File: config.mk
export PLATFORM = sky130hd
export DESIGN_NAME = lru_page_replacement_core
export DESIGN_NICKNAME = d
export VERILOG_FILES = /design/src/rtl/core/lrupr_pkg.sv /design/src/rtl/core/lrupr_search.sv /design/src/rtl/core/lrupr_state.sv /design/src/rtl/core/lru_page_replacement_core.sv
export VERILOG_INCLUDE_DIRS = /design/src /design/src/rtl/core
export SDC_FILE = /design/constraint.sdc
export NUM_CORES = 1
export LEC_CHECK = 0
export BUFFER_PORTS_ARGS = -buffer_cell sky130_fd_sc_hd__clkbuf_2
export CAP_MARGIN = 10
export CORE_UTILIZATION = 30
export CTS_BUF_LIST = sky130_fd_sc_hd__clkbuf_8
export DETAILED_ROUTE_END_ITERATION = 7
export PLACE_DENSITY = 0.45
export SLEW_MARGIN = 0
export SYNTH_ARGS = -nofsm -noshare
export SYNTH_HDL_FRONTEND = slang
export SYNTH_SLANG_ARGS = --single-unit
File: constraint.sdc
create_clock -name clk -period 19.32 [get_ports clk]
set_input_delay 0.966 -clock clk [delete_from_list [all_inputs] [get_ports clk]]
set_output_delay 0.966 -clock clk [all_outputs]
set_load 0.01 [all_outputs]
File: src/rtl/core/lru_page_replacement_core_defines.svh
// Assertion macros used by the LRU replacement core RTL.
`ifndef LRU_PAGE_REPLACEMENT_CORE_DEFINES_SVH
`define LRU_PAGE_REPLACEMENT_CORE_DEFINES_SVH

// Same-cycle implication, checked outside reset.
`define LRUPR_ASSERT_NOW(lbl, ante, cons, msg) \
  lbl: assert property (@(posedge clk) disable iff (!rst_n) (ante) |-> (cons)) \
    else $error(msg);

// Next-cycle implication, checked outside reset.
`define LRUPR_ASSERT_NEXT(lbl, ante, cons, msg) \
  lbl: assert property (@(posedge clk) disable iff (!rst_n) (ante) |=> (cons)) \
    else $error(msg);

`endif

File: src/rtl/core/lrupr_pkg.sv
`default_nettype none

package lrupr_pkg;

  localparam int FRAMES    = 16;
  localparam int PAGE_BITS = 8;
  localparam int SLOT_W    = $clog2(FRAMES);
  localparam int RANK_W    = 4;
  localparam int HIT_W     = 16;
  localparam int CFG_W     = 5;

  typedef logic [PAGE_BITS-1:0] page_t;
  typedef logic [SLOT_W-1:0]    slot_t;
  typedef logic [RANK_W-1:0]    rank_t;
  typedef logic [HIT_W-1:0]     hit_cnt_t;
  typedef logic [CFG_W-1:0]     cfg_t;
  typedef logic [FRAMES-1:0]    frame_mask_t;
  typedef page_t [FRAMES-1:0]   page_vec_t;
  typedef rank_t [FRAMES-1:0]   rank_vec_t;

  localparam cfg_t  CFG_RESET = cfg_t'(3);
  localparam rank_t RANK_MAX  = '1;

  // Outcome of the frame lookup for one reference
  typedef struct packed {
    logic  hit;
    slot_t slot;
    logic  evict;
    page_t evict_page;
  } search_t;

  function automatic rank_t rank_inc(input rank_t r);
    rank_t res;
    res = (r == RANK_MAX) ? r : r + rank_t'(1);
    return res;
  endfunction

endpackage

`default_nettype wire

File: src/rtl/core/lrupr_search.sv
`default_nettype none

module lrupr_search (
  input  lrupr_pkg::page_t       page,
  input  lrupr_pkg::frame_mask_t active,
  input  lrupr_pkg::frame_mask_t valid,
  input  lrupr_pkg::page_vec_t   pages,
  input  lrupr_pkg::rank_vec_t   ranks,
  output lrupr_pkg::search_t     res
);
  import lrupr_pkg::*;

  localparam int LEVELS = SLOT_W;
  localparam int LEAVES = 2 ** SLOT_W;

  frame_mask_t match;
  frame_mask_t empty;
  logic        any_match;
  logic        any_empty;
  slot_t       match_slot;
  slot_t       empty_slot;
  slot_t       victim_slot;

  // oldest-frame tree, left child holds the lower indices so ties go left
  logic  tv [LEVELS+1][LEAVES];
  rank_t tr [LEVELS+1][LEAVES];
  slot_t ti [LEVELS+1][LEAVES];

  always_comb begin
    for (int i = 0; i < FRAMES; i++) begin
      match[i] = active[i] & valid[i] & (pages[i] == page);
      empty[i] = active[i] & ~valid[i];
    end
    any_match = |match;
    any_empty = |empty;

    match_slot = '0;
    empty_slot = '0;
    for (int i = FRAMES - 1; i >= 0; i--) begin
      if (match[i]) match_slot = slot_t'(i);
      if (empty[i]) empty_slot = slot_t'(i);
    end
  end

  always_comb begin
    for (int l = 0; l <= LEVELS; l++) begin
      for (int n = 0; n < LEAVES; n++) begin
        tv[l][n] = 1'b0;
        tr[l][n] = '0;
        ti[l][n] = '0;
      end
    end
    for (int n = 0; n < LEAVES; n++) begin
      if (n < FRAMES) begin
        tv[0][n] = active[n];
        tr[0][n] = ranks[n];
        ti[0][n] = slot_t'(n);
      end
    end
    for (int l = 0; l < LEVELS; l++) begin
      for (int n = 0; n < (LEAVES >> (l + 1)); n++) begin
        if (tv[l][2*n+1] && (!tv[l][2*n] || (tr[l][2*n+1] > tr[l][2*n]))) begin
          tr[l+1][n] = tr[l][2*n+1];
          ti[l+1][n] = ti[l][2*n+1];
        end else begin
          tr[l+1][n] = tr[l][2*n];
          ti[l+1][n] = ti[l][2*n];
        end
        tv[l+1][n] = tv[l][2*n] | tv[l][2*n+1];
      end
    end
    victim_slot = ti[LEVELS][0];
  end

  always_comb begin
    res.hit        = any_match;
    res.evict      = ~any_match & ~any_empty;
    res.slot       = any_match ? match_slot : (any_empty ? empty_slot : victim_slot);
    res.evict_page = res.evict ? pages[victim_slot] : '0;
  end

endmodule

`default_nettype wire

File: src/rtl/core/lrupr_state.sv
`default_nettype none

module lrupr_state (
  input  wire                    clk,
  input  wire                    rst_n,
  input  wire                    upd,
  input  lrupr_pkg::page_t       page,
  input  wire                    eos,
  input  lrupr_pkg::frame_mask_t active,
  input  lrupr_pkg::search_t     res,
  output lrupr_pkg::page_vec_t   pages,
  output lrupr_pkg::frame_mask_t valid,
  output lrupr_pkg::rank_vec_t   ranks,
  output lrupr_pkg::hit_cnt_t    hit_total
);
  import lrupr_pkg::*;

  page_vec_t   pages_r, pages_nxt;
  frame_mask_t valid_r, valid_nxt;
  rank_vec_t   ranks_r, ranks_nxt;
  hit_cnt_t    hit_cnt_r, hit_cnt_nxt;
  hit_cnt_t    hit_cnt_after;
  rank_t       hit_rank;

  always_comb begin
    hit_cnt_after = (res.hit && (hit_cnt_r != '1)) ? hit_cnt_r + hit_cnt_t'(1) : hit_cnt_r;
    hit_rank      = ranks_r[res.slot];

    pages_nxt   = pages_r;
    valid_nxt   = valid_r;
    ranks_nxt   = ranks_r;
    hit_cnt_nxt = hit_cnt_r;

    if (upd) begin
      // on a hit only frames newer than the hit frame age; on a miss all age
      for (int i = 0; i < FRAMES; i++) begin
        if (active[i] && valid_r[i] && (slot_t'(i) != res.slot)) begin
          if (!res.hit || (ranks_r[i] < hit_rank)) ranks_nxt[i] = rank_inc(ranks_r[i]);
        end
      end
      ranks_nxt[res.slot] = '0;
      valid_nxt[res.slot] = 1'b1;
      pages_nxt[res.slot] = page;
      hit_cnt_nxt         = hit_cnt_after;
      if (eos) begin
        valid_nxt   = '0;
        ranks_nxt   = '0;
        hit_cnt_nxt = '0;
      end
    end
  end

  always_ff @(posedge clk) begin
    if (!rst_n) begin
      valid_r   <= '0;
      ranks_r   <= '0;
      hit_cnt_r <= '0;
    end else begin
      valid_r   <= valid_nxt;
      ranks_r   <= ranks_nxt;
      hit_cnt_r <= hit_cnt_nxt;
    end
  end

  always_ff @(posedge clk) begin
    pages_r <= pages_nxt;
  end

  assign pages     = pages_r;
  assign valid     = valid_r;
  assign ranks     = ranks_r;
  assign hit_total = hit_cnt_after;

endmodule

`default_nettype wire

File: src/rtl/core/lru_page_replacement_core.sv
// LRU page replacement core.
// Pipeline: an input register, then a result register that loads when the output is free.
// Throughput: one reference per cycle while out_ready is high; the lookup over all frames,
// the victim tree and the rank update all settle between the input and result registers.
// Reset (rst_n low, synchronous): all frames empty, ranks and hit count zero,
// frames_in_use back to 3; page contents are not cleared and need no sweep.
`default_nettype none

`include "lru_page_replacement_core_defines.svh"

module lru_page_replacement_core (
  input  wire                      clk,
  input  wire                      rst_n,
  input  wire                      cfg_wr_en,
  input  lrupr_pkg::cfg_t          cfg_wr_data,
  input  wire                      in_valid,
  output logic                     in_ready,
  input  lrupr_pkg::page_t         in_page,
  input  wire                      in_end_of_sequence,
  output logic                     out_valid,
  input  wire                      out_ready,
  output logic                     out_hit,
  output lrupr_pkg::slot_t         out_frame_slot,
  output logic                     out_evicted_valid,
  output lrupr_pkg::page_t         out_evicted_page,
  output lrupr_pkg::hit_cnt_t      out_hit_total
);
  import lrupr_pkg::*;

  cfg_t        frames_r;
  cfg_t        frames_act;
  frame_mask_t active;

  logic        s1_v_r, s1_v_nxt;
  page_t       s1_page_r;
  logic        s1_eos_r;
  logic        fire;

  page_vec_t   pages;
  frame_mask_t valid;
  rank_vec_t   ranks;
  hit_cnt_t    hit_total;
  search_t     res;

  logic        out_valid_r, out_valid_nxt;
  logic        out_hit_r;
  slot_t       out_slot_r;
  logic        out_evict_r;
  page_t       out_evict_page_r;
  hit_cnt_t    out_hit_total_r;

  always_ff @(posedge clk) begin
    if (!rst_n) frames_r <= CFG_RESET;
    else if (cfg_wr_en) frames_r <= cfg_wr_data;
  end

  // zero acts as one frame, anything above the frame count as all frames
  always_comb begin
    if (frames_r == '0) frames_act = cfg_t'(1);
    else if (frames_r > cfg_t'(FRAMES)) frames_act = cfg_t'(FRAMES);
    else frames_act = frames_r;
    for (int i = 0; i < FRAMES; i++) active[i] = cfg_t'(i) < frames_act;
  end

  assign fire     = s1_v_r & (~out_valid_r | out_ready);
  assign in_ready = ~s1_v_r | fire;

  always_comb begin
    s1_v_nxt = s1_v_r;
    if (in_valid && in_ready) s1_v_nxt = 1'b1;
    else if (fire) s1_v_nxt = 1'b0;

    out_valid_nxt = out_valid_r;
    if (fire) out_valid_nxt = 1'b1;
    else if (out_ready) out_valid_nxt = 1'b0;
  end

  always_ff @(posedge clk) begin
    if (!rst_n) begin
      s1_v_r      <= 1'b0;
      out_valid_r <= 1'b0;
    end else begin
      s1_v_r      <= s1_v_nxt;
      out_valid_r <= out_valid_nxt;
    end
  end

  always_ff @(posedge clk) begin
    if (in_valid && in_ready) begin
      s1_page_r <= in_page;
      s1_eos_r  <= in_end_of_sequence;
    end
    if (fire) begin
      out_hit_r        <= res.hit;
      out_slot_r       <= res.slot;
      out_evict_r      <= res.evict;
      out_evict_page_r <= res.evict_page;
      out_hit_total_r  <= hit_total;
    end
  end

  lrupr_search u_search (
    .page   (s1_page_r),
    .active (active),
    .valid  (valid),
    .pages  (pages),
    .ranks  (ranks),
    .res    (res)
  );

  lrupr_state u_state (
    .clk       (clk),
    .rst_n     (rst_n),
    .upd       (fire),
    .page      (s1_page_r),
    .eos       (s1_eos_r),
    .active    (active),
    .res       (res),
    .pages     (pages),
    .valid     (valid),
    .ranks     (ranks),
    .hit_total (hit_total)
  );

  assign out_valid         = out_valid_r;
  assign out_hit           = out_hit_r;
  assign out_frame_slot    = out_slot_r;
  assign out_evicted_valid = out_evict_r;
  assign out_evicted_page  = out_evict_page_r;
  assign out_hit_total     = out_hit_total_r;

  `LRUPR_ASSERT_NEXT(a_result_follows, fire, out_valid_r, "no result after transfer")
  `LRUPR_ASSERT_NEXT(a_eos_clears, fire && s1_eos_r, (valid == '0) && (ranks == '0), "eos clear")
  `LRUPR_ASSERT_NEXT(a_fill_valid, fire && !s1_eos_r, valid[$past(res.slot)], "frame not valid")
  `LRUPR_ASSERT_NOW(a_hit_no_evict, fire && res.hit, !res.evict, "hit reported an eviction")

endmodule

`default_nettype wire
Yosys cells after proc, flatten, opt, wreduce, memory -nomap -nowiden
Index checks and enable logic that the tools add are counted.
{ "totals": {"regBits": 270} }
{ "classes": {"addsub": 17, "n_lt_le_gt_ge": 51, "n_eq_ne": 48, "n_mux": 148, "n_bitwise": 89, "n_reduce_logical": 103} }
{ "op_table": {"columns": ["cell", "count"], "rows": [
  ["$mux 4", 115],
  ["$bwmux 128", 1],
  ["$eq 8x8->1", 16],
  ["$add 4x1->4 const B", 16],
  ["$and 64x64->64", 1],
  ["$eq 4x4->1 const B", 16],
  ["$lt 4x4->1", 16],
  ["$mux 64", 1],
  ["$not 64->64", 1],
  ["$gt 4x4->1", 15],
  ["$and 1x1->1", 50],
  ["$logic_and 1x1->1", 50],
  ["$mux 16", 3],
  ["$lt 4x5->1 const A", 8],
  ["$bmux 8 s4", 1],
  ["$demux 8 s4", 1],
  ["$ne 4x4->1 const A", 8],
  ["$reduce_or 16->1", 2],
  ["$logic_or 1x1->1", 31],
  ["$lt 3x5->1 const A", 4],
  ["$not 1->1", 20],
  ["$add 16x1->16 const B", 1],
  ["$bmux 4 s4", 1],
  ["$demux 4 s4", 1],
  ["other kinds (21)", 77]
]} }

Logic depth before layout (Yosys ltp)
{ "logic_depth": {"depth_word": 32, "mapped_depth": 52, "depth_no_buf": 48} }

Modules after synthesis
A second synthesis with hierarchy kept.
{ "unflattened": {"cells_unflattened": 1917, "hier_area_um2": 18667.9} }
{ "modules_own_cells": {"columns": ["mod", "n_inst", "cells_each", "area_each_um2", "seq_area_each_um2"], "rows": [
  ["lrupr_state", 1, 1066, 11504.8, 5765.5],
  ["lrupr_search", 1, 758, 5564.1, 0.0],
  ["lru_page_replacement_core", 1, 93, 1599.0, 1311.3]
]} }

Worst setup path after synthesis
No wires, ideal clock.
{ "synth_timing": {"kind": "register to register", "startpoint": "reg u_state.ranks_r (netlist bit u_state.ranks[9])", "endpoint": "reg u_state.ranks_r (netlist bit u_state.ranks[27])", "setup_time_ns": 0.133, "t_arrival_ns": 9.573, "t_required_ns": 19.187, "slack_ns": 9.614, "stages_incl_launch_ff": 46, "n_path_buf": 3, "synth_period_minus_slack_ns": 9.706, "path_cell_list": "dfxtp_1 inv_1 ha_1 nor2b_1 o211ai_1 a21oi_1 nor2_1 a21oi_1 inv_1 ha_1 nor2b_1 o211ai_1 a221oi_4 mux2_2 ha_1 nor2b_1 o211ai_1 a21oi_2 (+10 left out) nor2_1 clkbuf_1 inv_1 clkbuf_1 buf_1 a21oi_1 mux2i_1 mux2_2 o21ai_0 ha_1 o21ai_0 nand2b_1 a21oi_1 nor2_1 or3_1 or4_1 o31ai_1 a21oi_1"} }
{ "synth_between": {"elab_chain_len": 27, "word_cells_on_any_way": 38, "cone_classes": "order compare: 7; eq/ne: 1; mux: 17; bitwise: 2; reduce/logical: 11"} }
{ "synth_rtl": {"columns": ["item", "line", "rtl"], "rows": [
  ["start, declared", "lrupr_state.sv:20", "rank_vec_t ranks_r, ranks_nxt;"],
  ["start signal, assigned", "lrupr_state.sv:60", "ranks_r <= ranks_nxt;"],
  ["$gt 4x4->1", "lrupr_search.sv:62", "if (tv[l][2*n+1] && (!tv[l][2*n] || (tr[l][2*n+1] > tr[l][2*n]))) begin"],
  ["$logic_or 1x1->1", "lrupr_search.sv:62", null],
  ["$logic_and 1x1->1", "lrupr_search.sv:62", null],
  ["$mux 4", "lrupr_search.sv:62", null],
  ["$gt 4x4->1", "lrupr_search.sv:62", null],
  ["$logic_or 1x1->1", "lrupr_search.sv:62", null],
  ["$logic_and 1x1->1", "lrupr_search.sv:62", null],
  ["$mux 4", "lrupr_search.sv:62", null],
  ["(+11 left out)", null, null],
  ["$mux 4 (not written as such)", "lrupr_state.sv:27", "hit_rank = ranks_r[res.slot];"],
  ["$lt 4x4->1", "lrupr_state.sv:38", "if (!res.hit || (ranks_r[i] < hit_rank)) ranks_nxt[i] = rank_inc(ranks_r[i]);"],
  ["$logic_or 1x1->1", "lrupr_state.sv:38", null],
  ["$mux 4", "lrupr_state.sv:38", null],
  ["$mux 4", "lrupr_state.sv:37", "if (active[i] && valid_r[i] && (slot_t'(i) != res.slot)) begin"],
  ["$mux 4", "lrupr_state.sv:34", "if (upd) begin"],
  ["$and 64x64->64 (no line) *", null, null],
  ["$mux 64 *", "lrupr_state.sv:45", "if (eos) begin"]
]} }
Every way passes the cells marked *; elsewhere a longest branch is shown, timed or not. The select of a mux whose other input is x is not followed.
A chain may end at the register's enable or synchronous reset.

Final worst setup path
{ "layout_timing": {"startpoint": "reg frames_r[2]", "endpoint": "reg u_state.ranks_r (netlist bit u_state.ranks[27])"} }
{ "layout_between": {"elab_chain_len": 32, "word_cells_on_any_way": 218, "cone_classes": "order compare: 27; eq/ne: 1; mux: 73; bitwise: 64; reduce/logical: 53"} }
{ "layout_rtl": {"columns": ["item", "line", "rtl"], "rows": [
  ["start, declared", "lru_page_replacement_core.sv:30", "cfg_t frames_r;"],
  ["start signal, assigned", "lru_page_replacement_core.sv:54", "else if (cfg_wr_en) frames_r <= cfg_wr_data;"],
  ["$gt 5x5->1", "lru_page_replacement_core.sv:60", "else if (frames_r > cfg_t'(FRAMES)) frames_act = cfg_t'(FRAMES);"],
  ["$mux 5", "lru_page_replacement_core.sv:60", null],
  ["$mux 5 *", "lru_page_replacement_core.sv:59", "if (frames_r == '0) frames_act = cfg_t'(1);"],
  ["parallel branches: the longest is 27 deep, another holds $lt 4x5->1", null, null],
  ["$and 64x64->64 (no line) *", null, null],
  ["$mux 64 *", "lrupr_state.sv:45", null]
]} }
Every way passes the cells marked *. The select of a mux whose other input is x is not followed.

==> flow_metrics.env <==
export IMPL_p_sw_uw=340
export IMPL_post_route_min_period_ns=10.86
export IMPL_core_area_um2=60200
export IMPL_drcViolationCount=0
export IMPL_crit_path_start_kind="register"
export IMPL_rsz0062_at_grt="false"
export IMPL_num_nets_final=2133
export IMPL_tightest_slew_ns=1.21
export IMPL_r2r_slack_ns=8.46
export IMPL_synth_edf_count=167
export IMPL_p_int_uw=974
export IMPL_portBuffers=50
export IMPL_slew_headroom_pct=19.2
export IMPL_hold_violations=0
export IMPL_drt_first_pass_iters=5
export IMPL_leakage_uw=0.00746
export IMPL_power_per_cell_area_nw_per_um2=64.5
export IMPL_fin_util_pct=33.8
export IMPL_synth_simple_area_share_pct=16.3
export IMPL_critPathLaunch="frames_r[2]"
export IMPL_area_growth_pct=11.7
export IMPL_end_kind="register"
export IMPL_synthFlopType="edfxtp_1"
export IMPL_root_buffer="clkbuf_8"
export IMPL_die_area_um2=61800
export IMPL_cts_made_buffers=49
export IMPL_p_comb_share_pct=8.9
export IMPL_pre_cts_slack_ns=8.76
export IMPL_hpwlAfterDp_um=43100
export IMPL_crit_family="compound AO/OA/AOI/OAI gates"
export IMPL_fill_cells=6107
export IMPL_syn_inst=1942
export IMPL_r2r_start="frames_r[2]"
export IMPL_synth_top_family_by_area="compound AO/OA/AOI/OAI gates"
export IMPL_clockPowerShare_pct=43.7
export IMPL_ctsHoldBuffers=0
export IMPL_worstHoldPathType="in2reg"
export IMPL_holdWs_ns=0.501
export IMPL_postCtsSetupBuffers=0
export IMPL_grt_max_degree=65
export IMPL_worstHoldStart="in_page[1]"
export IMPL_total_power_uw=1310
export IMPL_maxCapViolations=0
export IMPL_ant_nets=0
export IMPL_gp_congestion=0.915
export IMPL_drive_gt1_share_pct=12.2
export IMPL_slew_violations=0
export IMPL_netlist_area_leader_share_pct=27.5
export IMPL_critical_path_arrival_ns=11.36
export IMPL_grt_pass1_wl_um=91300
export IMPL_ioPinCount=51
export IMPL_cp_depth=37
export IMPL_cp_slowest_cell="dfxtp_1"
export IMPL_setup_violations=0
export IMPL_overflow=0
export IMPL_cts_tree="yes"
export IMPL_htreeDepth=2
export IMPL_synth_compound_area_share_pct=19.8
export IMPL_wl_um=60300
export IMPL_critPathRequiredTime_ns=19.82
export IMPL_die_w_um=249
export IMPL_synth_seq_cells=270
export IMPL_ys_async_sr_fraction_pct=0
export IMPL_routedWlPerCell_um=21.4
export IMPL_switching_share_pct=25.8
export IMPL_antenna_found_initial=1
export IMPL_critical_path_max_stage_delay_ns=0.81
export IMPL_fin_ws_ns=8.46
export IMPL_r2r_end="u_state.ranks[27]"
export IMPL_synth_distinct_cells=90
export IMPL_max_freq_mhz=92.1
export IMPL_synth_largest_area_cell="edfxtp_1"
export IMPL_initial_utilization_pct=30.3
export IMPL_syn_num_nets=2086
export IMPL_synthTopCellsByCount="nor2_1, a21oi_1, edfxtp_1"
export IMPL_crit_fanout=22
export IMPL_peakVddDrop_mv=0.0457
export IMPL_std_cell_rows=90
export IMPL_post_synth_top_count_cell="nor2_1"
export IMPL_clock_latency_ns=0.64
export IMPL_postSynthAreaPerCell_um2=9.39
export IMPL_first_global_vias=14969
export IMPL_finalSetupTns_ns=0
export IMPL_endpoint="u_state.ranks[27]"
export IMPL_power_frac_seq_pct=47.4
export IMPL_synthAdderAreaFrac_pct=8.57
export IMPL_clkTransAtPathRegs_ns=0.06
export IMPL_drtIter0Drc=1077
export IMPL_synth_xor_area_share_pct=6.82
export IMPL_viasPerCell=5.49
export IMPL_worstRegToRegCells=37
export IMPL_yosys_top_cells_area="edfxtp_1, dfxtp_1, ha_1, xnor2_1, a21oi_1"
export IMPL_period_share_pct=56.2
export IMPL_path_class="reg2reg"
export IMPL_synth_cell_area_um2=18200
export IMPL_clock_skew_final_ns=0.0358
export IMPL_via_count=15433
export IMPL_ys_warn_count=0
export IMPL_grtUsageTotal_pct=19.1
export IMPL_postCtsResizedCells=0
export IMPL_path_buf_inv=3
export IMPL_outcome="finished clean"
export IMPL_yosysSeqAreaShare_pct=38.8
export IMPL_cts_sinks=270
export IMPL_cpMostUsedCell="a21oi_1"
export IMPL_yosys_mux_area_fraction_pct=5.84
export IMPL_clockBufferDepth=3
export IMPL_die_h_um=249
per-layer routing:
| layer | part of all wire [%] | wire length [um] | GRT usage, % | vias up |
|---|---|---|---|---|
| met4 | 3.7 | 2230 | 7.93 | 0 |
| met3 | 5.1 | 3090 | 2.67 | 118 |
| met5 | 0 | 0 | 0 | - |
| met2 | 47 | 28200 | 31.6 | 483 |
| li1 | - | - | - | 7394 |
| met1 | 44 | 26700 | 24.9 | 7438 |
area by class of cell:
class / count / area (um^2) / area share (%)
inverters: 66 / 250 / 1.23
clock inverters: 34 / 258 / 1.26
clock buffers: 56 / 771 / 3.78
diodes: 2 / 5.00 / 0.0246
multi-input cells: 1511 / 10500 / 51.5
repair buffers: 91 / 556 / 2.73
well taps: 782 / 978 / 4.80
flip-flops and latches: 270 / 7080 / 34.7
per-stage QoR:
stage | instance area [um^2] | std cells
2_1_floorplan | 18200 | 1942
3_3_place_gp | 19300 | 2719
3_5_place_dp | 19300 | 2720
4_1_cts | 20400 | 2810
5_1_grt | 20400 | 2811
6_report | 20400 | 2812
layout by cell type, fill, tap and decap left out, drive strengths merged, types with 11 or more instances in the layout:
cell / netlist / final
a211oi: 34 / 34
a21o: 11 / 11
a21oi: 180 / 180
a22oi: 22 / 22
a31oi: 21 / 21
and2: 22 / 22
and3: 19 / 19
buf: 46 / 41
clkbuf: 49 / 106
clkinv: 2 / 13
dfxtp: 103 / 103
edfxtp: 167 / 167
ha: 125 / 125
inv: 64 / 83
mux2: 44 / 44
mux2i: 57 / 57
nand2: 125 / 125
nand2b: 23 / 23
nand3: 48 / 48
nand4: 43 / 43
nor2: 184 / 184
nor2b: 25 / 25
nor3: 38 / 38
nor4: 16 / 16
o211ai: 38 / 38
o21a: 24 / 24
o21ai: 108 / 108
o31ai: 13 / 13
or3: 13 / 13
xnor2: 114 / 114
xor2: 28 / 28
power groups by stage:
stage	registers, uW	logic (uW)	clock network (uW)
2_1_floorplan	636	74.5	0
3_3_place_gp	635	116	0
3_5_place_dp	635	116	0
4_1_cts	623	117	595
5_1_grt	623	126	617
6_report	623	117	574
flip-flops by register name, indices dropped and copies added, names as in the netlist, 4 cells and up:
signal,flops
u_state.valid,16
u_state.pages,128
s1_page_r,8
out_hit_total,16
u_state.hit_cnt_r,16
frames_r,5
out_evicted_page,8
out_frame_slot,4
u_state.ranks,64
worst reg2reg max path: cells and delay by family (launching register included):
family	cells	cell delay [ns]
compound gates	18	4.60
mux	2	0.72
flops	1	0.81
buf+inv	3	1.10
simple gates	10	2.22
fa+ha+maj	4	1.28
worst min path at each step:
stage                                end  slack (ns)  depth (start not counted)
floorplan              u_state.valid[10]        0.46                          1
global placement    u_state.hit_cnt_r[9]        0.49                          2
detailed placement     u_state.valid[10]        0.49                          1
CTS                         s1_page_r[1]        0.45                          1
global route                s1_page_r[7]        0.46                          1
finish                      s1_page_r[1]        0.50                          1
kinds of logic (layout without fill, tap and decap cells):
kind of cell,Yosys count,in the layout
other,0,2
muxes,101,101
buffers and inverters,161,247
DFF,270,270
AOI/OAI and AO/OA,550,550
and+or+nand+nor,593,593
xor gates and xnor gates,142,142
adders and majority gates,125,125
No activity file was read; power rests on OpenSTA's default activity.
